### config.mk
export PLATFORM = sky130hd
export DESIGN_NAME = cbear_fifo
export DESIGN_NICKNAME = d
export VERILOG_FILES = /design/src/rtl/cbear_pkg.sv /design/src/rtl/cbear_fifo.sv
export SDC_FILE = /design/constraint.sdc
export NUM_CORES = 1
export LEC_CHECK = 0
export BUFFER_PORTS_ARGS = -buffer_cell sky130_fd_sc_hd__buf_2
export CAP_MARGIN = 25
export CORE_MARGIN = 10
export CORE_UTILIZATION = 50
export CTS_BUF_LIST = sky130_fd_sc_hd__clkbuf_16
export DETAILED_ROUTE_END_ITERATION = 8
export GPL_TIMING_DRIVEN = 1
export PLACE_DENSITY_LB_ADDON = 0.12
export SLEW_MARGIN = 10
export SYNTH_ARGS = -nofsm -noshare
export SYNTH_HDL_FRONTEND = slang
export SYNTH_SLANG_ARGS = --single-unit
### constraint.sdc
create_clock -name clk_i -period 7.2 [get_ports clk_i]
set_input_delay 0 -clock clk_i [delete_from_list [all_inputs] [get_ports clk_i]]
set_output_delay 0 -clock clk_i [all_outputs]
set_load 0.005 [all_outputs]
### src/rtl/cbear_pkg.sv
// Shared types, widths and constants of the clockwise bearing block.
package cbear_pkg;

  // Iteration count, capped at the arctangent table length.
  localparam int unsigned ITERATIONS  = 16;
  localparam int unsigned TABLE_LEN   = 24;
  localparam int unsigned N_ITER      = (ITERATIONS < TABLE_LEN) ? ITERATIONS : TABLE_LEN;

  // Coordinate field width and the part of it that carries the coordinate.
  localparam int unsigned FIELD_W     = 32;
  localparam int unsigned COORD_WIDTH = 32;
  localparam int unsigned CW_EFF      = (COORD_WIDTH < FIELD_W) ? COORD_WIDTH : FIELD_W;
  localparam int unsigned DW          = CW_EFF + 1;        // exact difference width
  localparam int unsigned GUARD       = 24;
  localparam int unsigned XW          = DW + GUARD + 2;    // magnitude, gain growth, sign
  localparam int unsigned ZW          = 32;                // degrees, 24 fraction bits
  localparam int unsigned SHW         = $clog2(TABLE_LEN);

  // Angle rounding: degrees * 2^24 down to 1/128 degree.
  localparam int unsigned ROUND_SHIFT = 17;
  localparam int unsigned QW          = ZW - ROUND_SHIFT;
  localparam int unsigned THW         = 14;
  localparam logic [ZW-1:0] Z_MAX     = ZW'(90) << GUARD;
  localparam logic [ZW-1:0] Z_HALF    = ZW'(1) << (ROUND_SHIFT - 1);

  // Bearing constants in 1/128 degree.
  localparam int unsigned BW          = 16;
  localparam logic [BW-1:0] FULL_TURN     = 16'd46080;
  localparam logic [BW-1:0] HALF_TURN     = 16'd23040;
  localparam logic [BW-1:0] QUARTER       = 16'd11520;
  localparam logic [BW-1:0] THREE_QUARTER = 16'd34560;

  // Output queue.
  localparam int unsigned FIFO_DEPTH  = 32;
  localparam int unsigned PTRW        = $clog2(FIFO_DEPTH);
  localparam int unsigned CNTW        = PTRW + 1;

  // atan(2^-i) in degrees * 2^24, rounded to nearest.
  localparam logic [ZW-1:0] ATAN_TAB [TABLE_LEN] = '{
    32'd754974720, 32'd445687602, 32'd235489088, 32'd119537938,
    32'd60000934,  32'd30029717,  32'd15018523,  32'd7509720,
    32'd3754917,   32'd1877466,   32'd938734,    32'd469367,
    32'd234684,    32'd117342,    32'd58671,     32'd29335,
    32'd14668,     32'd7334,      32'd3667,      32'd1833,
    32'd917,       32'd458,       32'd229,       32'd115
  };

  // Direction class of the difference vector.
  typedef enum logic [3:0] {
    KIND_EQUAL = 4'd0,
    KIND_POS_X = 4'd1,
    KIND_NEG_X = 4'd2,
    KIND_POS_Y = 4'd3,
    KIND_NEG_Y = 4'd4,
    KIND_PXNY  = 4'd5,
    KIND_NXNY  = 4'd6,
    KIND_NXPY  = 4'd7,
    KIND_PXPY  = 4'd8
  } kind_e;

  typedef struct packed {
    logic  vld;
    kind_e kind;
  } side_t;

  typedef struct packed {
    logic signed [XW-1:0] x;
    logic signed [XW-1:0] y;
    logic signed [ZW-1:0] z;
  } cordic_t;

  typedef struct packed {
    logic [FIELD_W-1:0] start_x;
    logic [FIELD_W-1:0] start_y;
    logic [FIELD_W-1:0] end_x;
    logic [FIELD_W-1:0] end_y;
  } in_t;

  typedef struct packed {
    logic [BW-1:0] bearing;
    logic          points_equal;
  } out_t;

endpackage

### src/rtl/cbear_fifo.sv
// Output queue that absorbs results while the consumer stalls.
module cbear_fifo (
  input  logic             clk_i,
  input  logic             rst_ni,
  input  logic             push_i,
  input  cbear_pkg::out_t  push_data_i,
  output logic             out_valid_o,
  input  logic             out_ready_i,
  output cbear_pkg::out_t  out_data_o
);

  localparam int unsigned PTRW = cbear_pkg::PTRW;
  localparam int unsigned CNTW = cbear_pkg::CNTW;

  cbear_pkg::out_t mem_q [cbear_pkg::FIFO_DEPTH];
  logic [PTRW-1:0] wr_ptr_q, rd_ptr_q;
  logic [CNTW-1:0] count_q;
  logic            pop;

  assign out_valid_o = (count_q != '0);
  assign pop         = out_valid_o && out_ready_i;
  assign out_data_o  = mem_q[rd_ptr_q];

  always_ff @(posedge clk_i or negedge rst_ni) begin
    if (!rst_ni) begin
      wr_ptr_q <= '0;
      rd_ptr_q <= '0;
      count_q  <= '0;
    end else begin
      if (push_i) begin
        wr_ptr_q <= wr_ptr_q + PTRW'(1);
      end
      if (pop) begin
        rd_ptr_q <= rd_ptr_q + PTRW'(1);
      end
      count_q <= count_q + CNTW'(push_i) - CNTW'(pop);
    end
  end

  always_ff @(posedge clk_i) begin
    if (push_i) begin
      mem_q[wr_ptr_q] <= push_data_i;
    end
  end

endmodule

==> reports/qor.txt <==
Initial antenna violation count -> 4
DR vias -> 10399
Final worst path period share -> 53.1%
ANT nets after route -> 0
GRT overflow -> 0
Post-DP HPWL -> 29500 microns
Crit Reg-Reg Startpoint -> count_q[2]$_DFF_PN0_
Power per cell area -> 378 nW/um^2
Initial Util -> 50.5%
Fin Setup TNS -> 0 ns
Largest net degree at the start of global routing -> 86
CP Class -> reg -> out
Rel. slew slack -> 32.5%
TritonCTS buffer count -> 55
Sequential area share after synthesis -> 76.9%
Area share of xor/xnor cells in the synthesized design -> 0.362%
Leading area contributor after synthesis -> edfxtp_1
Synthesized instance count -> 1024
Yosys warning total -> 0
Vias in the first global route -> 10702
Htree depth -> 2
Adder-Cell Fraction of Synth Area -> 0.839%
Worst skew pair latency -> 0.61 ns
Synthesized flop and latch total -> 560
Crit path capture -> out_data_o[9]
Hold-fix buffers, CTS -> 21
Largest family of logic cells by synthesized area -> multiplexers
CP endpoint kind -> output pin
Row Count -> 76
Worst Hold Class -> in -> reg
Post-Syn Area -> 21800 sq um
Synth top area cells -> edfxtp_1 75%, mux4_2 9.4%, mux2i_1 3.1%
Total power -> 0.00930 W
Die Y -> 229 microns
Crit-path max cell delay -> 0.90 ns
Critical path, cell by cell -> buf_4, nand3b_1, buf_4, o22ai_1, a211oi_1, a21oi_1, buf_2
WP data required -> 7.20 ns
Core Box Area -> 43100 sq um
Global Route Usage Sum -> 19.5%
Drt initial violations -> 1009
Final clock skew -> 0.0264 ns
Detailed Routing Iterations Pass 1 -> 5
FF/Latch Area -> 16700 sq um
Mean area per synthesized cell -> 21.3 sq um
Port bufs -> 38
Clock Tree Root -> clkbuf_16
RSZ-0062 raised after global routing -> false
Layout Utilization -> 57.1%
Worst R2R Setup Slack -> 4.51 ns
Area share of the largest cell type after synthesis -> 75.1%
Maximum VDD drop -> 0.280 mV
Die width -> 229 microns
R2R depth -> 13
CTS max path bufs -> 3
Simple-Gate Fraction of Synth Area -> 1.39%
Post-CTS Setup Inserts -> 0
Placed instance area -> 22800 sq um
Slowest CP cell -> dfrtp_4
Crit path DAT -> 3.83 ns
Overall routed net length -> 50500 microns
Post-synth EDFFs -> 544
Synth Area in Compound Gates -> 4.55%
Design Area, Final -> 24600 sq um
Maximum fanout along the worst path -> 59
Ys flop type -> edfxtp_1
CP startpoint -> rd_ptr_q[1]$_DFFE_PN0P_
Leak Pwr -> 8.07 nW
Num ports -> 39
Max capacitance violation total -> 0
Final setup viols -> 0
CTS tree -> yes
Die Area -> 52300 sq um
Synthesized net count -> 1059
Hold depth -> 3
Critical path's top delay family -> buffers and inverters
Post-CTS sizing -> 0
WL/cell -> 28.9 microns
Filler Cells Inserted -> 3204
Final min period -> 3.83 ns
Layout cell share with drive strength beyond 1 -> 24.8%
FFs w/ async S/R, synth -> 2.86%
Slew of the pin with the lowest slew margin -> 1.01 ns
Final-report hold violation count -> 0
# DRC -> 0
Cell repeated most along the worst path -> buf_4
Fmax -> 261 MHz
Area Overhead vs Synth -> 13.1%
Crit path buf inv count -> 3
Status -> finished, final reports clean
Multi-input logic area -> 4720 sq um
Num Clock Sinks -> 560
Reg clk slew, reported paths -> 0.06 ns
Final Max Slew Viols -> 0
Post-synth top cells -> 544 x edfxtp_1, 91 x mux4_2, 68 x mux2i_1
Layout Nets -> 1156
Count leader, synth -> edfxtp_1
Netlist cell types -> 44
Beginning of the worst hold path -> push_i
Vias/cell -> 5.95
Crit path depth -> 7
CP Launch Type -> flip-flop
Post-synthesis mux area share -> 13.9%
Capturing point of the worst reg2reg path -> count_q[4]$_DFF_PN0_
Routability congestion estimate -> 0.755
First-pass GRT wire length -> 74500 microns
==> worst reg2reg max path: stages, from the launching register on <==
cell       delay (ns)
dfrtp_1          0.36
inv_1            0.07
ha_1             0.20
nand4bb_1        0.14
and2_1           0.39
ha_1             0.31
inv_1            0.05
ha_1             0.16
inv_1            0.06
fa_1             0.43
inv_1            0.07
a21oi_1          0.06
o21bai_1         0.16
xor2_1           0.18
==> kinds of logic (layout without fill, tap and decap cells) <==
group	after synthesis	count (layout)
xor gates and xnor gates	9	9
muxes	171	171
and+or+nand+nor	64	64
DFF	560	560
adders and majority gates	14	14
AOI/OAI and AO/OA	130	130
buffers and inverters	76	215
other	0	1
==> power breakdown <==
part	internal, W	switching [W]
clock	0.00145	0.00116
sequential	0.00381	0.000210
combinational	0.00111	0.00155
==> layer usage <==
metal / track usage (%) / vias to the layer above / wire (microns) / share of wire, %
li1: - / 4496 / - / -
met1: 26.7 / 5521 / 21600 / 43
met2: 30.8 / 319 / 24500 / 49
met3: 4.75 / 61 / 3420 / 6.8
met4: 5.00 / 2 / 953 / 1.9
met5: 0 / - / 9 / 0.018
==> layout make-up <==
type	instances	area share, %
tap	585	2.97
clock inverter	44	1.02
multi-input combinational	388	19.2
timing repair buffer	100	2.96
sequential	560	68.0
inverter	16	0.244
antenna	1	0.0102
clock buffer	55	5.59
==> layout by cell type (no fill, tap or decap), types with 17 or more instances in the layout <==
cell type	netlist	layout
edfxtp_1	544	544
mux4_2	91	91
mux2i_1	68	68
clkbuf_16	0	55
buf_4	4	39
buf_2	12	38
inv_1	16	30
a211oi_1	23	23
nor2_2	1	21
dlygate4sd3_1	0	21
a21oi_1	19	19
a22oi_1	19	19
o221ai_1	17	17
o22ai_1	17	17
clkinv_1	0	17
==> how the worst min path moves through the flow <==
stage                              end  slack [ns]
6_report       wr_ptr_q[0]$_DFFE_PN0P_        0.30
5_1_grt        wr_ptr_q[0]$_DFFE_PN0P_        0.33
4_1_cts        wr_ptr_q[0]$_DFFE_PN0P_        0.26
3_5_place_dp      count_q[1]$_DFF_PN0_       -0.03
3_3_place_gp      count_q[0]$_DFF_PN0_       -0.03
2_1_floorplan     count_q[0]$_DFF_PN0_       -0.30
==> flip-flops by register name, summed over array words and instances, names as in the netlist <==
| signal | flops |
|---|---|
| count_q | 6 |
| mem_q | 544 |
| rd_ptr_q | 5 |
| wr_ptr_q | 5 |
==> through the flow <==
step	setup slack, ns	hold WS, ns	std cells
2_1_floorplan	4.63	-0.296	1024
3_3_place_gp	3.95	-0.0312	1627
3_5_place_dp	3.95	-0.0347	1628
4_1_cts	3.31	0.262	1748
5_1_grt	3.17	0.325	1748
6_report	3.37	0.298	1749
Note: power is estimated with default switching activity, not from simulation.
