## config.mk

```make
export PLATFORM = sky130hd
export DESIGN_NAME = cbear_prep
export DESIGN_NICKNAME = d
export VERILOG_FILES = /design/src/rtl/cbear_pkg.sv /design/src/rtl/cbear_prep.sv
export SDC_FILE = /design/constraint.sdc
export NUM_CORES = 1
export LEC_CHECK = 0
export ABC_AREA = 1
export BUFFER_PORTS_ARGS = -buffer_cell sky130_fd_sc_hd__buf_2
export CAP_MARGIN = 10
export CORE_MARGIN = 2
export CORE_UTILIZATION = 38
export DETAILED_ROUTE_END_ITERATION = 7
export PLACE_DENSITY = 0.67
export SLEW_MARGIN = 20
export SYNTH_ARGS = -nofsm -noshare
export SYNTH_HDL_FRONTEND = slang
export SYNTH_SLANG_ARGS = --single-unit
```

## constraint.sdc

```tcl
create_clock -name clk_i -period 4.6 [get_ports clk_i]
set_input_delay 0.92 -clock clk_i [delete_from_list [all_inputs] [get_ports clk_i]]
set_output_delay 0.92 -clock clk_i [all_outputs]
set_load 0.1 [all_outputs]
```

## src/rtl/cbear_pkg.sv

```systemverilog
// Shared types, widths and constants of the clockwise bearing block.
package cbear_pkg;

  // Iteration count, capped at the arctangent table length.
  localparam int unsigned ITERATIONS  = 16;
  localparam int unsigned TABLE_LEN   = 24;
  localparam int unsigned N_ITER      = (ITERATIONS < TABLE_LEN) ? ITERATIONS : TABLE_LEN;

  // Coordinate field width and the part of it that carries the coordinate.
  localparam int unsigned FIELD_W     = 32;
  localparam int unsigned COORD_WIDTH = 32;
  localparam int unsigned CW_EFF      = (COORD_WIDTH < FIELD_W) ? COORD_WIDTH : FIELD_W;
  localparam int unsigned DW          = CW_EFF + 1;        // exact difference width
  localparam int unsigned GUARD       = 24;
  localparam int unsigned XW          = DW + GUARD + 2;    // magnitude, gain growth, sign
  localparam int unsigned ZW          = 32;                // degrees, 24 fraction bits
  localparam int unsigned SHW         = $clog2(TABLE_LEN);

  // Angle rounding: degrees * 2^24 down to 1/128 degree.
  localparam int unsigned ROUND_SHIFT = 17;
  localparam int unsigned QW          = ZW - ROUND_SHIFT;
  localparam int unsigned THW         = 14;
  localparam logic [ZW-1:0] Z_MAX     = ZW'(90) << GUARD;
  localparam logic [ZW-1:0] Z_HALF    = ZW'(1) << (ROUND_SHIFT - 1);

  // Bearing constants in 1/128 degree.
  localparam int unsigned BW          = 16;
  localparam logic [BW-1:0] FULL_TURN     = 16'd46080;
  localparam logic [BW-1:0] HALF_TURN     = 16'd23040;
  localparam logic [BW-1:0] QUARTER       = 16'd11520;
  localparam logic [BW-1:0] THREE_QUARTER = 16'd34560;

  // Output queue.
  localparam int unsigned FIFO_DEPTH  = 32;
  localparam int unsigned PTRW        = $clog2(FIFO_DEPTH);
  localparam int unsigned CNTW        = PTRW + 1;

  // atan(2^-i) in degrees * 2^24, rounded to nearest.
  localparam logic [ZW-1:0] ATAN_TAB [TABLE_LEN] = '{
    32'd754974720, 32'd445687602, 32'd235489088, 32'd119537938,
    32'd60000934,  32'd30029717,  32'd15018523,  32'd7509720,
    32'd3754917,   32'd1877466,   32'd938734,    32'd469367,
    32'd234684,    32'd117342,    32'd58671,     32'd29335,
    32'd14668,     32'd7334,      32'd3667,      32'd1833,
    32'd917,       32'd458,       32'd229,       32'd115
  };

  // Direction class of the difference vector.
  typedef enum logic [3:0] {
    KIND_EQUAL = 4'd0,
    KIND_POS_X = 4'd1,
    KIND_NEG_X = 4'd2,
    KIND_POS_Y = 4'd3,
    KIND_NEG_Y = 4'd4,
    KIND_PXNY  = 4'd5,
    KIND_NXNY  = 4'd6,
    KIND_NXPY  = 4'd7,
    KIND_PXPY  = 4'd8
  } kind_e;

  typedef struct packed {
    logic  vld;
    kind_e kind;
  } side_t;

  typedef struct packed {
    logic signed [XW-1:0] x;
    logic signed [XW-1:0] y;
    logic signed [ZW-1:0] z;
  } cordic_t;

  typedef struct packed {
    logic [FIELD_W-1:0] start_x;
    logic [FIELD_W-1:0] start_y;
    logic [FIELD_W-1:0] end_x;
    logic [FIELD_W-1:0] end_y;
  } in_t;

  typedef struct packed {
    logic [BW-1:0] bearing;
    logic          points_equal;
  } out_t;

endpackage

```

## src/rtl/cbear_prep.sv

```systemverilog
// Front end: coordinate differences, magnitudes and direction class.
module cbear_prep (
  input  logic              clk_i,
  input  logic              rst_ni,
  input  logic              vld_i,
  input  cbear_pkg::in_t    data_i,
  output cbear_pkg::side_t  side_o,
  output cbear_pkg::cordic_t data_o
);

  localparam int unsigned DW    = cbear_pkg::DW;
  localparam int unsigned CW    = cbear_pkg::CW_EFF;
  localparam int unsigned XW    = cbear_pkg::XW;
  localparam int unsigned GUARD = cbear_pkg::GUARD;

  logic          vld1_q;
  logic [DW-1:0] dx_d, dy_d, dx_q, dy_q;
  logic [DW-1:0] ax, ay;
  cbear_pkg::kind_e kind;
  cbear_pkg::side_t side_q;
  cbear_pkg::cordic_t data_q;

  // Sign-extend each coordinate by one bit, then subtract exactly.
  assign dx_d = {data_i.end_x[CW-1], data_i.end_x[CW-1:0]}
              - {data_i.start_x[CW-1], data_i.start_x[CW-1:0]};
  assign dy_d = {data_i.end_y[CW-1], data_i.end_y[CW-1:0]}
              - {data_i.start_y[CW-1], data_i.start_y[CW-1:0]};

  always_ff @(posedge clk_i or negedge rst_ni) begin
    if (!rst_ni) begin
      vld1_q <= 1'b0;
    end else begin
      vld1_q <= vld_i;
    end
  end

  always_ff @(posedge clk_i) begin
    dx_q <= dx_d;
    dy_q <= dy_d;
  end

  // Magnitudes fit unsigned in DW bits, the most negative difference too.
  assign ax = dx_q[DW-1] ? (~dx_q + DW'(1)) : dx_q;
  assign ay = dy_q[DW-1] ? (~dy_q + DW'(1)) : dy_q;

  always_comb begin
    priority if (dx_q == '0 && dy_q == '0) begin
      kind = cbear_pkg::KIND_EQUAL;
    end else if (dy_q == '0) begin
      kind = dx_q[DW-1] ? cbear_pkg::KIND_NEG_X : cbear_pkg::KIND_POS_X;
    end else if (dx_q == '0) begin
      kind = dy_q[DW-1] ? cbear_pkg::KIND_NEG_Y : cbear_pkg::KIND_POS_Y;
    end else if (!dx_q[DW-1] && dy_q[DW-1]) begin
      kind = cbear_pkg::KIND_PXNY;
    end else if (dx_q[DW-1] && dy_q[DW-1]) begin
      kind = cbear_pkg::KIND_NXNY;
    end else if (dx_q[DW-1]) begin
      kind = cbear_pkg::KIND_NXPY;
    end else begin
      kind = cbear_pkg::KIND_PXPY;
    end
  end

  always_ff @(posedge clk_i or negedge rst_ni) begin
    if (!rst_ni) begin
      side_q <= '{vld: 1'b0, kind: cbear_pkg::KIND_EQUAL};
    end else begin
      side_q <= '{vld: vld1_q, kind: kind};
    end
  end

  always_ff @(posedge clk_i) begin
    data_q.x <= {{(XW-DW-GUARD){1'b0}}, ax, {GUARD{1'b0}}};
    data_q.y <= {{(XW-DW-GUARD){1'b0}}, ay, {GUARD{1'b0}}};
    data_q.z <= '0;
  end

  assign side_o = side_q;
  assign data_o = data_q;

endmodule

```

==> impl_metrics.py <==
metrics = {
    "routing": {
        "vias": 10100,
        "drt-total-wl_um": 26900,
        "drt-initial-drc-count": 602,
        "drtPass1Iterations": 5,
        "vias_per_cell": 4.27,
        "detail-route-antenna-nets": 0,
        "route.detailed.drc": 0,
        "wl_per_cell_um": 11.4,
    },
    "worst_hold_path": {
        "hold_path_class": "in -> async",
    },
    "clock_tree": {
        "cts_resized": 0,
        "root_buffer": "clkbuf_16",
        "h-tree-depth": 4,
        "clk_latency_ns": 0.42,
        "cts_setup_buffers": 0,
        "cts_num_sinks": 138,
        "cts-buffers-inserted": 17,
        "ctsLongestPathBuffers": 2,
        "hold_buffers": 0,
        "clk_pin_slew_ns": 0.06,
        "cts_tree": "done",
    },
    "finish": {
        "drive_gt1_frac": 0.140,
        "fin_area_sq_mm": 0.0125,
        "syn2layout_area_growth_pct": 16.4,
        "nets": 2174,
        "diodes": 0,
    },
    "place": {
        "io_buffers": 201,
        "placed_cell_area_sq_mm": 0.0118,
        "place_ws_ns": 1.97,
        "post-dp-hpwl_um": 23300,
        "gp_congestion": 0.895,
    },
    "sta": {
        "finalSetupViolCount": 0,
        "slew_headroom": 0.614,
        "finalSetupTns_ns": 0,
        "finalHoldViolCount": 0,
        "rsz0062_at_grt": "no",
        "whs_ns": 0.314,
        "tightest_slew_ns": 0.579,
        "slew_viol_final": 0,
        "max_freq_mhz": 448,
        "period_share": 0.485,
        "setup_ws_ns": 2.37,
        "period_minus_slack_ns": 2.23,
        "clock-skew-final_ns": 0.0102,
    },
    "floorplanning": {
        "dieArea_sq_mm": 0.0295,
        "start_util": 0.385,
        "core_sq_mm": 0.0278,
        "rows": 61,
        "die_w_um": 172,
        "io_pins": 286,
        "die_h_um": 172,
    },
    "setup_path": {
        "critPathBufInv": 3,
        "cp_cell_sequence": "buf_2, inv_1, ha_1, fa_1, inv_1, nand2_1, nand2_1, nand3_1, nand2_2, nand2_1, nand2_1, nand2_1, nand3_1, nand2_1",
        "crit_fanout": 3,
        "critPathLaunchType": "input port",
        "cp_common_cell": "nand2_1",
        "slowest_delay_ns": 0.42,
        "cp.arrival_ns": 2.54,
        "crit_slowest_cell": "fa_1",
        "cp.required_ns": 4.91,
        "critPathKind": "in -> reg",
        "critical-path-top-delay-family": "simple AND/OR/NAND/NOR gates",
        "end_kind": "flop",
    },
    "status": {
        "status": "complete, no violations",
    },
    "global_routing": {
        "gr-usage-all-layers": 0.182,
        "met1_usage": 0.281,
        "antenna_found_initial": 0,
        "grt-ovfl-total": 0,
        "top_usage_layer": "met1",
        "met2_usage": 0.262,
        "grt_first_pass_wirelength_um": 42400,
        "met3_usage": 0.0216,
        "grt_pass1_vias": 8849,
        "grt_max_degree": 32,
    },
    "power": {
        "p_leak_uw": 0.00767,
        "cellPowerDensity_mw_per_mm2": 518,
        "ir_drop_mv": 0.357,
    },
    "yosys": {
        "synth_top_area_frac": 0.247,
        "yosysWarnings": 0,
        "synth.cell_area_sq_mm": 0.0107,
        "ys_async_sr_fraction": 0.0435,
        "netlist_instances": 1759,
        "synth_flop_cell": "dfxtp_1",
        "synth_top_area_cell": "dfxtp_1",
        "synth_edf_count": 0,
        "avgSynthCellArea_sq_um": 6.08,
        "yosysSeqAreaShare": 0.261,
        "synth-seq-cells": 138,
        "synth_area_leaders": "dfxtp_1 25%, nand2_1 22%, inv_1 13%",
        "ys_types": 39,
    },
    "run": {
        "maxCapViolations": 0,
    },
}
[kinds of logic after synthesis]
kind of cell               after synthesis  share of synthesized area
xor gates and xnor gates                78                     0.0638
buffers and inverters                  473                      0.196
other                                    1                   0.000350
DFF                                    138                      0.261
AOI/OAI and AO/OA                       76                     0.0391
and+or+nand+nor                        922                      0.355
adders and majority gates               71                     0.0844
[cells in the final DEF (no fill, tap or decap), drive strengths merged, types with 2 or more instances in the layout]
cell      n
a21o      2
nor3     11
buf     203
xnor2    15
ha       69
and2      6
or2       3
dfxtp   132
clkinv    3
nor2    164
dfrtp     6
nand3    80
o211ai    3
inv     381
a21oi    46
nand4    10
o21ai    20
conb     84
bufinv    4
xor2     63
clkbuf   24
o21bai    3
nand2   645
fa        2
[layout make-up]
class | instances | area [sq um]
Fill cell | 2987 | 15300
Multi-Input combinational cell | 1231 | 6120
Sequential cell | 138 | 2790
Inverter | 381 | 1430
Timing Repair Buffer | 203 | 1020
Clock buffer | 24 | 482
Tap cell | 378 | 473
Clock inverter | 7 | 139
[through the flow]
stage,instances,power [uW],util
after floorplan,1842,4520,-
after global placement,2331,5040,0.426
after detailed placement,2331,5060,0.426
after CTS,2362,6490,0.448
after global routing,2362,6780,0.448
final,2362,6460,0.448
[power by group]
part	switching [uW]	internal, uW	leakage, uW	total, uW
sequential	179	1540	0.00118	1720
clock	476	946	0.000304	1420
combinational	2740	581	0.00618	3320
[routing by layer]
metal / vias to the layer above / share of wire
li1: 5458 / -
met1: 4323 / 0.54
met2: 288 / 0.39
met3: 17 / 0.060
met4: 0 / 0.0098
met5: - / 0
[state kept, by name, summed over array words and instances, names as in the netlist]
name    count
vld1_q      1
side_o      5
data_o     66
dy_q       33
dx_q       33
[cells in the mapped netlist, types with 2 or more instances]
cell      instances
nand2_1         626
inv_1           379
nor2_1          149
dfxtp_1         132
buf_4            84
nand3_1          75
ha_1             69
xor2_1           63
a21oi_1          46
nand2_2          19
xnor2_1          15
o21ai_0          12
nor3_1           10
nand4_1           9
nor2_4            8
nor2_2            7
and2_1            6
buf_2             6
dfrtp_1           6
o21ai_1           5
nand3_2           4
o211ai_1          3
o21ai_2           3
o21bai_1          3
a21o_1            2
clkbuf_1          2
fa_1              2
inv_2             2
or2_1             2
[worst paths after layout]
path	slack, ns	endpoint	start	depth (start not counted)
max	2.37	dy_q[26]$_DFF_P_	data_i[0]	14
min	0.31	vld1_q$_DFF_PN0_	rst_ni	1
max reg2reg	2.44	side_o[0]$_DFF_PN0_	dx_q[1]$_DFF_P_	11
min reg2reg	0.35	data_o[115]$_DFF_P_	dx_q[0]$_DFF_P_	0
max in group asynchronous	4.14	side_o[3]$_DFF_PN0_	rst_ni	1
min in group clk_i	0.35	data_o[115]$_DFF_P_	dx_q[0]$_DFF_P_	0
Power figures use the tool's default switching activity.
