[src/rtl/cbear_pkg.sv]
// Shared types, widths and constants of the clockwise bearing block.
package cbear_pkg;

  // Iteration count, capped at the arctangent table length.
  localparam int unsigned ITERATIONS  = 16;
  localparam int unsigned TABLE_LEN   = 24;
  localparam int unsigned N_ITER      = (ITERATIONS < TABLE_LEN) ? ITERATIONS : TABLE_LEN;

  // Coordinate field width and the part of it that carries the coordinate.
  localparam int unsigned FIELD_W     = 32;
  localparam int unsigned COORD_WIDTH = 32;
  localparam int unsigned CW_EFF      = (COORD_WIDTH < FIELD_W) ? COORD_WIDTH : FIELD_W;
  localparam int unsigned DW          = CW_EFF + 1;        // exact difference width
  localparam int unsigned GUARD       = 24;
  localparam int unsigned XW          = DW + GUARD + 2;    // magnitude, gain growth, sign
  localparam int unsigned ZW          = 32;                // degrees, 24 fraction bits
  localparam int unsigned SHW         = $clog2(TABLE_LEN);

  // Angle rounding: degrees * 2^24 down to 1/128 degree.
  localparam int unsigned ROUND_SHIFT = 17;
  localparam int unsigned QW          = ZW - ROUND_SHIFT;
  localparam int unsigned THW         = 14;
  localparam logic [ZW-1:0] Z_MAX     = ZW'(90) << GUARD;
  localparam logic [ZW-1:0] Z_HALF    = ZW'(1) << (ROUND_SHIFT - 1);

  // Bearing constants in 1/128 degree.
  localparam int unsigned BW          = 16;
  localparam logic [BW-1:0] FULL_TURN     = 16'd46080;
  localparam logic [BW-1:0] HALF_TURN     = 16'd23040;
  localparam logic [BW-1:0] QUARTER       = 16'd11520;
  localparam logic [BW-1:0] THREE_QUARTER = 16'd34560;

  // Output queue.
  localparam int unsigned FIFO_DEPTH  = 32;
  localparam int unsigned PTRW        = $clog2(FIFO_DEPTH);
  localparam int unsigned CNTW        = PTRW + 1;

  // atan(2^-i) in degrees * 2^24, rounded to nearest.
  localparam logic [ZW-1:0] ATAN_TAB [TABLE_LEN] = '{
    32'd754974720, 32'd445687602, 32'd235489088, 32'd119537938,
    32'd60000934,  32'd30029717,  32'd15018523,  32'd7509720,
    32'd3754917,   32'd1877466,   32'd938734,    32'd469367,
    32'd234684,    32'd117342,    32'd58671,     32'd29335,
    32'd14668,     32'd7334,      32'd3667,      32'd1833,
    32'd917,       32'd458,       32'd229,       32'd115
  };

  // Direction class of the difference vector.
  typedef enum logic [3:0] {
    KIND_EQUAL = 4'd0,
    KIND_POS_X = 4'd1,
    KIND_NEG_X = 4'd2,
    KIND_POS_Y = 4'd3,
    KIND_NEG_Y = 4'd4,
    KIND_PXNY  = 4'd5,
    KIND_NXNY  = 4'd6,
    KIND_NXPY  = 4'd7,
    KIND_PXPY  = 4'd8
  } kind_e;

  typedef struct packed {
    logic  vld;
    kind_e kind;
  } side_t;

  typedef struct packed {
    logic signed [XW-1:0] x;
    logic signed [XW-1:0] y;
    logic signed [ZW-1:0] z;
  } cordic_t;

  typedef struct packed {
    logic [FIELD_W-1:0] start_x;
    logic [FIELD_W-1:0] start_y;
    logic [FIELD_W-1:0] end_x;
    logic [FIELD_W-1:0] end_y;
  } in_t;

  typedef struct packed {
    logic [BW-1:0] bearing;
    logic          points_equal;
  } out_t;

endpackage

[src/rtl/cbear_post.sv]
// Back end: clamp and round the angle, then map it onto a bearing.
module cbear_post (
  input  logic                      clk_i,
  input  logic                      rst_ni,
  input  cbear_pkg::side_t          side_i,
  input  logic [cbear_pkg::ZW-1:0]  z_i,
  output logic                      vld_o,
  output cbear_pkg::out_t           data_o
);

  localparam int unsigned ZW  = cbear_pkg::ZW;
  localparam int unsigned QW  = cbear_pkg::QW;
  localparam int unsigned THW = cbear_pkg::THW;
  localparam int unsigned BW  = cbear_pkg::BW;

  logic [ZW-1:0]    zc, zr;
  logic [QW-1:0]    q;
  logic [THW-1:0]   theta_d, theta_q;
  logic [BW-1:0]    th16;
  cbear_pkg::side_t side_q;
  logic             vld_q;
  cbear_pkg::out_t  res_d, res_q;

  // Clamp to [0, 90 deg], round half up to 1/128 degree.
  always_comb begin
    priority if (z_i[ZW-1]) begin
      zc = '0;
    end else if (z_i > cbear_pkg::Z_MAX) begin
      zc = cbear_pkg::Z_MAX;
    end else begin
      zc = z_i;
    end
  end

  assign zr      = zc + cbear_pkg::Z_HALF;
  assign q       = zr[ZW-1:cbear_pkg::ROUND_SHIFT];
  assign theta_d = (BW'(q) > cbear_pkg::QUARTER) ? THW'(cbear_pkg::QUARTER) : THW'(q);

  always_ff @(posedge clk_i or negedge rst_ni) begin
    if (!rst_ni) begin
      side_q <= '{vld: 1'b0, kind: cbear_pkg::KIND_EQUAL};
      vld_q  <= 1'b0;
    end else begin
      side_q <= side_i;
      vld_q  <= side_q.vld;
    end
  end

  always_ff @(posedge clk_i) begin
    theta_q <= theta_d;
    res_q   <= res_d;
  end

  assign th16 = BW'(theta_q);

  always_comb begin
    res_d.points_equal = 1'b0;
    unique case (side_q.kind)
      cbear_pkg::KIND_EQUAL: begin
        res_d.bearing      = '0;
        res_d.points_equal = 1'b1;
      end
      cbear_pkg::KIND_POS_X: res_d.bearing = '0;
      cbear_pkg::KIND_NEG_X: res_d.bearing = cbear_pkg::HALF_TURN;
      cbear_pkg::KIND_POS_Y: res_d.bearing = cbear_pkg::THREE_QUARTER;
      cbear_pkg::KIND_NEG_Y: res_d.bearing = cbear_pkg::QUARTER;
      cbear_pkg::KIND_PXNY:  res_d.bearing = th16;
      cbear_pkg::KIND_NXNY:  res_d.bearing = cbear_pkg::HALF_TURN - th16;
      cbear_pkg::KIND_NXPY:  res_d.bearing = cbear_pkg::HALF_TURN + th16;
      // a full turn wraps to zero
      cbear_pkg::KIND_PXPY:  res_d.bearing = (th16 == '0) ? '0 : cbear_pkg::FULL_TURN - th16;
      default:               res_d.bearing = '0;
    endcase
  end

  assign vld_o  = vld_q;
  assign data_o = res_q;

endmodule

[config.mk]
export PLATFORM = sky130hd
export DESIGN_NAME = cbear_post
export DESIGN_NICKNAME = d
export VERILOG_FILES = /design/src/rtl/cbear_pkg.sv /design/src/rtl/cbear_post.sv
export SDC_FILE = /design/constraint.sdc
export NUM_CORES = 1
export LEC_CHECK = 0
export CAP_MARGIN = 5
export CORE_AREA = 2 2 81 83
export DETAILED_ROUTE_END_ITERATION = 10
export DIE_AREA = 0 0 83 85
export DONT_BUFFER_PORTS = 1
export PLACE_DENSITY_LB_ADDON = 0.3
export SLEW_MARGIN = 20
export SYNTH_ARGS = -nofsm -noshare
export SYNTH_HDL_FRONTEND = slang
export SYNTH_SLANG_ARGS = --single-unit
[constraint.sdc]
create_clock -name clk_i -period 4.8 [get_ports clk_i]
set_clock_uncertainty 0.1 [all_clocks]
set_input_delay 0.24 -clock clk_i [delete_from_list [all_inputs] [get_ports clk_i]]
set_output_delay 0.24 -clock clk_i [all_outputs]
set_load 0.05 [all_outputs]
==> implementation parameters, run 1 <==
Parameter                              Value

Floorplan
  Placeable core region ... 0.006205 mm2
  Die height ... 85 um
  I/O pin total ... 57
  Die W ... 83 um
  Row count ... 29
  Total die area ... 0.007055 mm2
  Initial core utilization ... 0.3842

Timing
  Final setup violation count ... 0
  Transition time at the pin with the least slew margin ... 780.5 ps
  Upper clock frequency limit ... 303.8 MHz
  Setup TNS Final ... 0 ps
  Final hold violations ... 0
  Final-report max-slew violation count ... 0
  Post-route minimum period ... 3292 ps
  RSZ-0062 raised after global routing ... no
  Final worst path period share ... 0.6857
  Min setup slack post-route ... 1508 ps
  Slew margin rel. ... 0.4785

Worst hold path
  Class of the worst hold path ... input port to register

Power
  Leakage component of the power ... 1.006 nW
  Power density of the placed cells ... 282.9 mW/mm2
  Worst-case vdd ir drop ... 0.1850 mV

Run
  Number of max-cap violations ... 0

Setup path
  Critical path cell sequence ... inv_1, ha_1, or3b_4, or4_4, nand2b_4, o31ai_1, nand2b_1, a21o_1, a22o_1
  Critical path endpoint category ... register
  Data required time at the worst endpoint ... 4870 ps
  Critical path launch point type ... register
  Top fanout value on the critical path ... 13
  Start-to-end type of the worst setup path ... register to register
  Data arrival time of the critical path ... 3360 ps
  Critical path's largest stage delay ... 510 ps
  Standard cell with the maximum stage delay on the critical path ... o31ai_1

Logic synthesis
  Number of standard cells after synthesis ... 301
  Synth cell types ... 58
  Net count after synthesis ... 346
  Synthesis Warnings ... 0
  Register area share after synthesis ... 0.3234
  Syn Std Cell Area ... 0.002384 mm2
  Async SR Flop Fraction ... 0.1622
  Syn Area/Cell ... 7.919 um2
  Top_reg_cell synth ... dfxtp_1
  Dominant cell type by area after synthesis ... dfxtp_1
  Most area-consuming cells after synthesis ... dfxtp_1 (26%), dfrtp_1 (6.3%), a21oi_1 (5.2%)
  Number of enable flip-flop cells after synthesis ... 0
  Area fraction of the dominant cell type after synthesis ... 0.2604
  Flip-flop and latch count after synthesis ... 37

Clock network
  Maximum clock path buffer count ... 2
  Root cell of the clock tree ... clkbuf_8
  Number of H-tree levels ... 2
  Number of gates resized after CTS ... 0
  Number of buffers inserted during clock tree synthesis ... 5
  Clock Pin Slew Worst Setup and Hold Paths ... 60 ps
  TritonCTS clock tree ... built
  Clock network latency to the later pin of the worst-skew pair ... 290 ps
  Clock sink total ... 37
  Post-CTS Setup Inserts ... 0

Place
  Placed instance area ... 0.002417 mm2
  Sum of net half-perimeters after detailed placement ... 4172 um
  Routability congestion estimate ... 0.8978
  Number of port buffers ... 0
  Minimum setup slack after placement ... 1268 ps

Finish
  Nets@finish ... 344
  Post-layout util ... 0.4154
  N_diodes ... 0
  Most used cells in the layout excluding fill and tap cells ... dfxtp_1 (31), nor2_1 (25), a21oi_1 (25), nand2_1 (24)
  Post-synthesis to final-layout area growth ... 8.136%
  Area of all placed cells without fillers ... 0.002577 mm2
  Share of post-route cells with drive strength above 1 ... 0.06000
  Most common cell after layout, fill and taps aside ... dfxtp_1

Global routing
  Gr ovfl total ... 0
  Global-route wire length before repair ... 9418 um
  Global Route Usage Sum ... 0.1600
  Via count of the first global-routing pass ... 2040
  Largest net degree at the start of global routing ... 20
  Antenna violations before repair ... 0

Routing
  Post-route DRC violation count ... 0
  Routed length per instance ... 14.63 um
  Total via count after detailed routing ... 2159
  Final ANT Viol Nets ... 0
  Total iterations of the first detailed-routing run ... 4
  Average via count per standard cell ... 5.727
  Initial detailed-routing violation count ... 163
  Post-detailed-routing wire length ... 5516 um

Status
  Result of the run ... finished clean
synthesized netlist by cell type, types with 3 or more instances:
cell type,instances
dfxtp_1,31
a21oi_1,25
nor2_1,25
nand2_1,24
clkbuf_1,14
nor3_1,14
o21ai_0,14
inv_1,10
and2_1,9
nand3_1,9
xnor2_1,9
xor2_1,8
and3_1,6
dfrtp_1,6
ha_1,6
nor4_1,6
nand2b_1,5
nand4_1,5
nor2b_1,5
a21boi_0,4
a21o_1,4
a22o_1,4
a31o_2,3
mux2i_1,3
o21a_1,3
o31ai_1,3
or3_1,3
through the flow:
step	hold slack, ps	total power, mW	cells
2_1_floorplan	-155.6	0.4968	301
3_3_place_gp	-155.5	0.5133	362
3_5_place_dp	-155.5	0.5141	362
4_1_cts	1.491	0.7401	377
5_1_grt	13.49	0.7741	377
6_report	9.897	0.7293	377
critical path, delay by kind of cell, from the launching register on:
family                   cells  cell delay [ps]
flip-flops                   1              320
buffers and inverters        1               80
adder cells (fa/ha/maj)      1              200
AO/OA/AOI/OAI                3             1000
AND/OR/NAND/NOR              4             1480
power by group:
part	internal [mW]	total (mW)	leakage [nW]	switching (mW)
combinational	0.0585	0.121	0.634	0.0620
sequential	0.329	0.393	0.326	0.0639
clock	0.117	0.216	0.0455	0.0987
final timing paths:
kind,from,endpoint,slack (ps),cells after the start
setup reg to reg,theta_q[0]$_SDFF_PN0_,data_o[8]$_DFF_P_,1510,9
hold reg to reg,side_q[4]$_DFF_PN0_,vld_o$_DFF_PN0_,270,0
hold / removal,z_i[23],theta_q[6]$_SDFF_PN0_,10,2
max in group asynchronous,rst_ni,side_q[4]$_DFF_PN0_,4240,1
setup / recovery,theta_q[0]$_SDFF_PN0_,data_o[8]$_DFF_P_,1510,9
min in group asynchronous,rst_ni,vld_o$_DFF_PN0_,160,1
per-layer routing:
layer,wire [um],GRT usage,part of all wire
met5,0,0,0
met4,116,0.07154,0.021
met3,343,0.03696,0.062
met2,2547,0.2500,0.46
met1,2507,0.2117,0.45
cells by family (layout without fill, tap and decap cells):
logic type,count (synthesis),in the layout,synth area share
AOI/OAI and AO/OA,86,86,0.2457
xor gates and xnor gates,17,17,0.06247
adders and majority gates,6,6,0.03150
buffers and inverters,26,25,0.04200
DFF,37,37,0.3234
muxes,3,3,0.01260
and+or+nand+nor,126,126,0.2824
cell type report:
| class | count | area [um2] |
|---|---|---|
| multi-input cells | 238 | 1513 |
| repair buffers | 7 | 70.07 |
| clock buffers | 8 | 90.09 |
| inverters | 10 | 37.54 |
| fillers | 630 | 3627 |
| well taps | 77 | 96.34 |
| flip-flops and latches | 37 | 770.7 |
flip-flops by register name, summed over array words and instances, names as in the netlist:
signal   count
vld_o        1
data_o      17
side_q       5
theta_q     14
what timing repair did:
item | CTS | global route
hold buffers | 7 | 0
endpoints found under the hold margin | 12 | 0
endpoints found under the setup margin | 0 | 0
Note: power is estimated with default switching activity, not from simulation.
==> run 2, diff against run 1 <==
Settings changed: ABC_AREA set to 1.
Clock period 4.8 ns to 3 ns, I/O delays scaled along.
==> run 2 against run 1 <==
Against the previous run:
- sequential share of layout area fell by 0.69 points
- hold slack improved by 13 ps
- routed wire length fell by 1.3%
- critical endpoint unchanged
==> implementation parameters, run 2 <==
Parameter                              Value

Status
  Result of the run ... finished clean

Logic synthesis
  Most area-consuming cells after synthesis ... dfxtp_1 (26%), nand2_1 (15%), inv_1 (10%)
  Net count after synthesis ... 414 (+20%)
  Cell with the most instances after synthesis ... nand2_1
  Share of synthesized cell area in and, or, nand and nor gates ... 0.3704 (+0.08798)
  Async SR Flop Fraction ... 0.1622 (unchanged)
  Syn Area/Cell ... 6.436 um2 (-19%)
  Most used standard cells in the synthesized netlist ... nand2_1 (92), inv_1 (63), nor2_1 (48)
  Combinational family with the most area after synthesis ... simple AND/OR/NAND/NOR gates
  Flip-flop and latch count after synthesis ... 37 (unchanged)
  Synthesis Warnings ... 0 (unchanged)
  Register area share after synthesis ... 0.3246 (+0.001193)
  Compound-gate portion of the synthesized area ... 0.1259 (-0.1197)
  Xor and xnor fraction of the mapped netlist area ... 0.03319 (-0.02927)
  Portion of netlist area occupied by mux cells ... 0 (-0.01260)
  Adder-cell area share of the yosys netlist ... 0.03161 (+0.0001162)
  Number of enable flip-flop cells after synthesis ... 0 (unchanged)
  Number of standard cells after synthesis ... 369 (+23%)
  Synth cell types ... 36 (-38%)
  Top_reg_cell synth ... dfxtp_1
  Area fraction of the dominant cell type after synthesis ... 0.2613 (+0.0009603)
  Dominant cell type by area after synthesis ... dfxtp_1
  Syn Std Cell Area ... 0.002375 mm2 (-0.37%)

Global routing
  Global-route wire length before repair ... 9142 um (-2.9%)
  Gr ovfl total ... 0 (unchanged)
  Global Route Usage Sum ... 0.1574 (-0.002582)
  Largest net degree at the start of global routing ... 22 (+10%)
  Antenna violations before repair ... 0 (unchanged)
  Via count of the first global-routing pass ... 2085 (+2.2%)

Clock network
  Clock sink total ... 37 (unchanged)
  Root cell of the clock tree ... clkbuf_8
  Post-CTS Setup Inserts ... 0 (unchanged)
  TritonCTS clock tree ... built
  Clock Pin Slew Worst Setup and Hold Paths ... 70 ps (about the same)
  Maximum clock path buffer count ... 2 (unchanged)
  Number of H-tree levels ... 2 (unchanged)
  Clock network latency to the later pin of the worst-skew pair ... 290 ps (about the same)
  Number of buffers inserted during clock tree synthesis ... 5 (unchanged)

Floorplan
  Initial core utilization ... 0.3827 (-0.001412)
  I/O pin total ... 57 (unchanged)
  Total die area ... 0.007055 mm2 (unchanged)
  Placeable core region ... 0.006205 mm2 (unchanged)
  Die W ... 83 um (unchanged)
  Die height ... 85 um (unchanged)
  Row count ... 29 (unchanged)

Setup path
  Data arrival time of the critical path ... 2580 ps (-780 ps)
  Critical path endpoint category ... register
  Register-to-Register Path Depth ... 15 (+6)
  Start-to-end type of the worst setup path ... register to register
  Register-to-register setup slack ... 460 ps (-1040 ps)
  Critical path launch point type ... register
  Startpoint of the lowest-slack register-to-register path ... theta_q[0]$_SDFF_PN0_
  Top fanout value on the critical path ... 8 (-5)
  Worst setup path startpoint ... theta_q[0]$_SDFF_PN0_
  RR Endpoint ... data_o[8]$_DFF_P_
  Data required time at the worst endpoint ... 3050 ps (-1820 ps)

Place
  Routability congestion estimate ... 0.8636 (-3.8%)
  Sum of net half-perimeters after detailed placement ... 4391 um (+5.2%)
  Number of port buffers ... 0 (unchanged)

Run
  Number of max-cap violations ... 0 (unchanged)

Finish
  N_diodes ... 0 (unchanged)
  Flip-flop count of the largest register after layout ... 17 (unchanged)
  Most common cell after layout, fill and taps aside ... nand2_1
  Most used cells in the layout excluding fill and tap cells ... nand2_1 (92), inv_1 (63), nor2_1 (48), dfxtp_1 (31)
  Post-synthesis to final-layout area growth ... 11.12%
  Share of post-route cells with drive strength above 1 ... 0.07612 (+0.01612)
  Nets@finish ... 425 (+24%)
  Post-layout util ... 0.4253 (+0.009881)

Worst hold path
  Hold_sp ... z_i[20]
  Hold depth ... 4 (+2)
  Class of the worst hold path ... input port to register
  Worst hold endpoint ... theta_q[3]$_SDFF_PN0_

Timing
  Upper clock frequency limit ... 394.4 MHz (+30%)
  Final hold violations ... 0 (unchanged)
  Transition time at the pin with the least slew margin ... 480.3 ps (-300.2 ps)
  Final-report max-slew violation count ... 0 (unchanged)
  Post-route minimum period ... 2536 ps (-755.8 ps)
  Slew margin rel. ... 0.6794 (+0.2008)
  Setup TNS Final ... 0 ps (unchanged)
  Final worst path period share ... 0.8452 (+0.1595)
  Final setup violation count ... 0 (unchanged)
  RSZ-0062 raised after global routing ... no

Routing
  Post-route DRC violation count ... 0 (unchanged)
  Post-detailed-routing wire length ... 5444 um (-1.3%)
  Initial detailed-routing violation count ... 144 (-12%)
  Total iterations of the first detailed-routing run ... 5 (+1)
  Final ANT Viol Nets ... 0 (unchanged)
  Average via count per standard cell ... 4.950 (-14%)
  Total via count after detailed routing ... 2267 (+5.0%)
  Routed length per instance ... 11.89 um (-19%)

Power
  Power density of the placed cells ... 478.4 mW/mm2 (+69%)
  Leakage component of the power ... 1.242 nW (+23%)
  Worst-case vdd ir drop ... 0.3414 mV (+85%)
run 2: layer usage:
layer  wire [um]  share of wire  up-vias  track usage
met5           0              0        -            0
li1            -              -     1197            -
met1        2365           0.43      980       0.1787
met4          99          0.018        0      0.06110
met3         330          0.061        8      0.03794
met2        2649           0.49       82       0.2852
run 2: cells by family after synthesis:
group	count (synthesis)
AOI/OAI and AO/OA	51
adders and majority gates	6
and+or+nand+nor	196
DFF	37
buffers and inverters	70
xor gates and xnor gates	9
run 2: what timing repair did:
item | 4_1_cts | 5_1_grt
hold buffers | 6 | 0
gates resized for setup | 0 | 0
endpoints found under the hold margin | 11 | 0
run 2: how the worst max path moves through the flow:
stage	to	slack, ps
after detailed placement	data_o[9]$_DFF_P_	460
after global placement	data_o[9]$_DFF_P_	490
after floorplan	theta_q[5]$_SDFF_PN0_	710
after CTS	data_o[9]$_DFF_P_	440
final	data_o[8]$_DFF_P_	460
after global routing	data_o[9]$_DFF_P_	50
run 2: final cells by class:
| class | instances | area, um2 |
|---|---|---|
| Clock buffer | 7 | 86.33 |
| Clock inverter | 1 | 30.03 |
| Fill cell | 660 | 3566 |
| Inverter | 66 | 247.7 |
| Multi-Input combinational cell | 262 | 1333 |
| Sequential cell | 37 | 770.7 |
| Tap cell | 77 | 96.34 |
| Timing Repair Buffer | 8 | 75.07 |
run 2: critical path, stage by stage, from the launching register on:
cell and delay, ps:
dfxtp_1 310, inv_1 70, ha_1 140, inv_1 50, nor2_1 90, inv_1 70, nor2_1 80, nand2_1 70
nor2_1 190, nand2_1 70, nor2_1 190, a21oi_1 120, nor2_1 160, inv_1 130, nor2_1 380, o21ai_0 180
run 2: power breakdown:
group | switching (mW) | total, mW | internal [mW]
Clock | 0.171 | 0.442 | 0.271
Combinational | 0.120 | 0.190 | 0.0705
Sequential | 0.100 | 0.630 | 0.530
run 2: stage by stage:
step | instance area [um2] | hold slack (ps) | instances | power [mW] | worst slack [ps]
finish | 2639 | 22.49 | 458 | 1.262 | 464.3
floorplan | 2375 | -245.6 | 369 | 0.7853 | 709.1
global route | 2639 | 26.92 | 458 | 1.323 | 50.67
CTS | 2639 | 10.89 | 458 | 1.274 | 444.9
detailed placement | 2462 | -245.5 | 444 | 0.8243 | 463.9
global placement | 2462 | -245.5 | 444 | 0.8220 | 488.9
==> run 3, diff against run 2 <==
Clock period 3 ns to 2.3 ns, I/O delays scaled along.
==> run 3 against run 2 <==
Against the previous run:
- hold slack got worse by 12 ps
- global-route usage fell by 0.52 points
- setup slack got worse by 350 ps
- critical path depth did not move
- non-clock buffer count rose by 15
- final area rose by 4.6%
- highest routed layer unchanged
- combinational power rose by 45%
- utilization rose by 2.0 points
- clock power rose by 4%
- count of clock-buffer cells in the layout did not move
- sequential power rose by 31%
- final cell count rose by 3.3%
==> implementation parameters, run 3 (synthesis results as in run 2) <==
Parameter                              Value

Status
  Result of the run ... finished clean

Timing
  Post-route minimum period ... 2187 ps (-348.8 ps)
  Final hold violations ... 0 (unchanged)
  Worst hold margin ... 10.51 ps (-11.98 ps)
  Final worst path period share ... 0.9508 (+0.1056)
  Final setup violation count ... 0 (unchanged)
  Transition time at the pin with the least slew margin ... 482.2 ps (+1.894 ps)
  Slew margin rel. ... 0.6781 (-0.001264)
  Final-report max-slew violation count ... 0 (unchanged)
  Min setup slack post-route ... 113.1 ps (-351.2 ps)
  Upper clock frequency limit ... 457.3 MHz (+16%)
  RSZ-0062 raised after global routing ... yes

Worst hold path
  Hold_sp ... z_i[30]
  Class of the worst hold path ... input port to register
  Worst hold endpoint ... theta_q[13]$_SDFF_PN1_
  Hold depth ... 4 (unchanged)

Global routing
  Gr ovfl total ... 0 (unchanged)
  Global-route wire length before repair ... 8956 um (-2.0%)
  Largest net degree at the start of global routing ... 18 (-18%)
  Global Route Usage Sum ... 0.1522 (-0.005204)
  Antenna violations before repair ... 0 (unchanged)
  Via count of the first global-routing pass ... 2108 (+1.1%)

Floorplan
  Row count ... 29 (unchanged)
  I/O pin total ... 57 (unchanged)
  Initial core utilization ... 0.3827 (unchanged)
  Die W ... 83 um (unchanged)
  Die height ... 85 um (unchanged)
  Total die area ... 0.007055 mm2 (unchanged)
  Placeable core region ... 0.006205 mm2 (unchanged)

Setup path
  Crit-path leading delay family ... simple AND/OR/NAND/NOR gates
  Standard cell with the maximum stage delay on the critical path ... dfxtp_1
  Register-to-Register Path Depth ... 15 (unchanged)
  Startpoint of the lowest-slack register-to-register path ... theta_q[0]$_SDFF_PN0_
  RR Endpoint ... data_o[14]$_DFF_P_
  Register-to-register setup slack ... 110 ps (-350 ps)
  Data required time at the worst endpoint ... 2350 ps (-700 ps)
  Critical path launch point type ... register
  Critical path's largest stage delay ... 320 ps (-60 ps)
  Data arrival time of the critical path ... 2240 ps (-340 ps)
  Start-to-end type of the worst setup path ... register to register
  Critical path cell sequence ... inv_1, ha_1, inv_1, nor2_1, inv_1, nor2_1, nand2_1, nor2_2, nand2_1, nor2_4, a21oi_1, nor2_1, inv_2, a21oi_1, o2111ai_1
  Top fanout value on the critical path ... 5 (-3)
  Critical path endpoint category ... register
  Sum of buffers and inverters on the critical path ... 4 (unchanged)

Power
  Worst-case vdd ir drop ... 0.4818 mV (+41%)
  Leakage component of the power ... 1.300 nW (+4.7%)
  Overall power after layout ... 1.557 mW (+23%)
  Power density of the placed cells ... 564.1 mW/mm2 (+18%)

Finish
  Post-synthesis to final-layout area growth ... 16.23%
  Most common cell after layout, fill and taps aside ... nand2_1
  Nets@finish ... 440 (+3.5%)
  Area of all placed cells without fillers ... 0.002760 mm2 (+4.6%)
  N_diodes ... 0 (unchanged)
  Number of fill cells ... 632 (-4.2%)
  Flip-flop count of the largest register after layout ... 17 (unchanged)
  Post-layout util ... 0.4448 (+0.01956)
  Share of post-route cells with drive strength above 1 ... 0.1162 (+0.04005)
  Most used cells in the layout excluding fill and tap cells ... nand2_1 (92), inv_1 (62), nor2_1 (44), dfxtp_1 (31)

Clock network
  Number of H-tree levels ... 2 (unchanged)
  Clock network latency to the later pin of the worst-skew pair ... 290 ps (about the same)
  Number of buffers inserted during clock tree synthesis ... 5 (unchanged)
  Maximum clock path buffer count ... 2 (unchanged)
  Clock sink total ... 37 (unchanged)
  Post-CTS Setup Inserts ... 0 (unchanged)
  Root cell of the clock tree ... clkbuf_8
  Clock Pin Slew Worst Setup and Hold Paths ... 70 ps (about the same)
  TritonCTS clock tree ... built

Place
  Routability congestion estimate ... 0.9019 (+4.4%)
  Minimum setup slack after placement ... -78.97 ps (-542.9 ps)
  Number of port buffers ... 0 (unchanged)
  Sum of net half-perimeters after detailed placement ... 4210 um (-4.1%)
  Placed instance area ... 0.002552 mm2 (+3.7%)

Routing
  Total iterations of the first detailed-routing run ... 4 (-1)
  Initial detailed-routing violation count ... 78 (-46%)
  Total via count after detailed routing ... 2260 (-0.31%)
  Average via count per standard cell ... 4.778 (-3.5%)
  Routed length per instance ... 10.84 um (-8.8%)
  Post-route DRC violation count ... 0 (unchanged)
  Final ANT Viol Nets ... 0 (unchanged)
  Post-detailed-routing wire length ... 5126 um (-5.8%)

Run
  Number of max-cap violations ... 0 (unchanged)
## run 3: worst max path at each step
stage                          start                    end  slack (ps)  depth (start not counted)
2_1_floorplan                z_i[29]  theta_q[5]$_SDFF_PN0_          40                         20
3_3_place_gp                 z_i[29]  theta_q[0]$_SDFF_PN0_         -30                         19
3_5_place_dp                 z_i[29]  theta_q[3]$_SDFF_PN0_         -80                         19
4_1_cts        theta_q[0]$_SDFF_PN0_      data_o[8]$_DFF_P_           7                         16
5_1_grt        theta_q[0]$_SDFF_PN0_     data_o[13]$_DFF_P_         -20                         15
6_report       theta_q[0]$_SDFF_PN0_     data_o[14]$_DFF_P_         110                         15
## run 3: cell type report
cell class	count	area, um2	share of cell area
Multi-Input combinational cell	262	1353	0.4900
Sequential cell	37	770.7	0.2792
Inverter	66	247.7	0.08976
Timing Repair Buffer	23	198.9	0.07208
Tap cell	77	96.34	0.03490
Clock buffer	7	86.33	0.03128
Clock inverter	1	7.507	0.002720
## run 3: repair_timing
action,CTS,global route
endpoints found under the hold margin,15,0
gates resized for setup,0,8
hold buffers,9,0
setup endpoints to repair,0,26
## run 3: report_power, final
group	total [mW]	internal, mW	switching (mW)
registers	0.823	0.692	0.132
clock network	0.459	0.243	0.216
logic	0.275	0.114	0.161
total	1.56	1.05	0.508
## run 3: per-stage QoR
| stage | std cells | setup TNS (ps) |
|---|---|---|
| after floorplan | 369 | 0 |
| after global placement | 456 | -286.3 |
| after detailed placement | 456 | -803.0 |
| after CTS | 473 | 0 |
| after global routing | 473 | -37.49 |
| final | 473 | 0 |
## run 3: routing by layer
layer  vias up  share of wire  track usage  routed length, um
li1       1224              -            -                  -
met1       955           0.46       0.1887               2370
met2        74           0.46       0.2573               2365
met3         7          0.061      0.03599                312
met4         0          0.015      0.05812                 78
met5         -              0            0                  0
## run 3: worst register-to-register path: stages, from the launching register on
cell and delay, ps:
dfxtp_1 320, inv_1 70, ha_1 140, inv_1 50, nor2_1 80, inv_1 70, nor2_1 80, nand2_1 80
nor2_2 110, nand2_1 90, nor2_4 140, a21oi_1 90, nor2_1 180, inv_2 110, a21oi_1 190, o2111ai_1 130
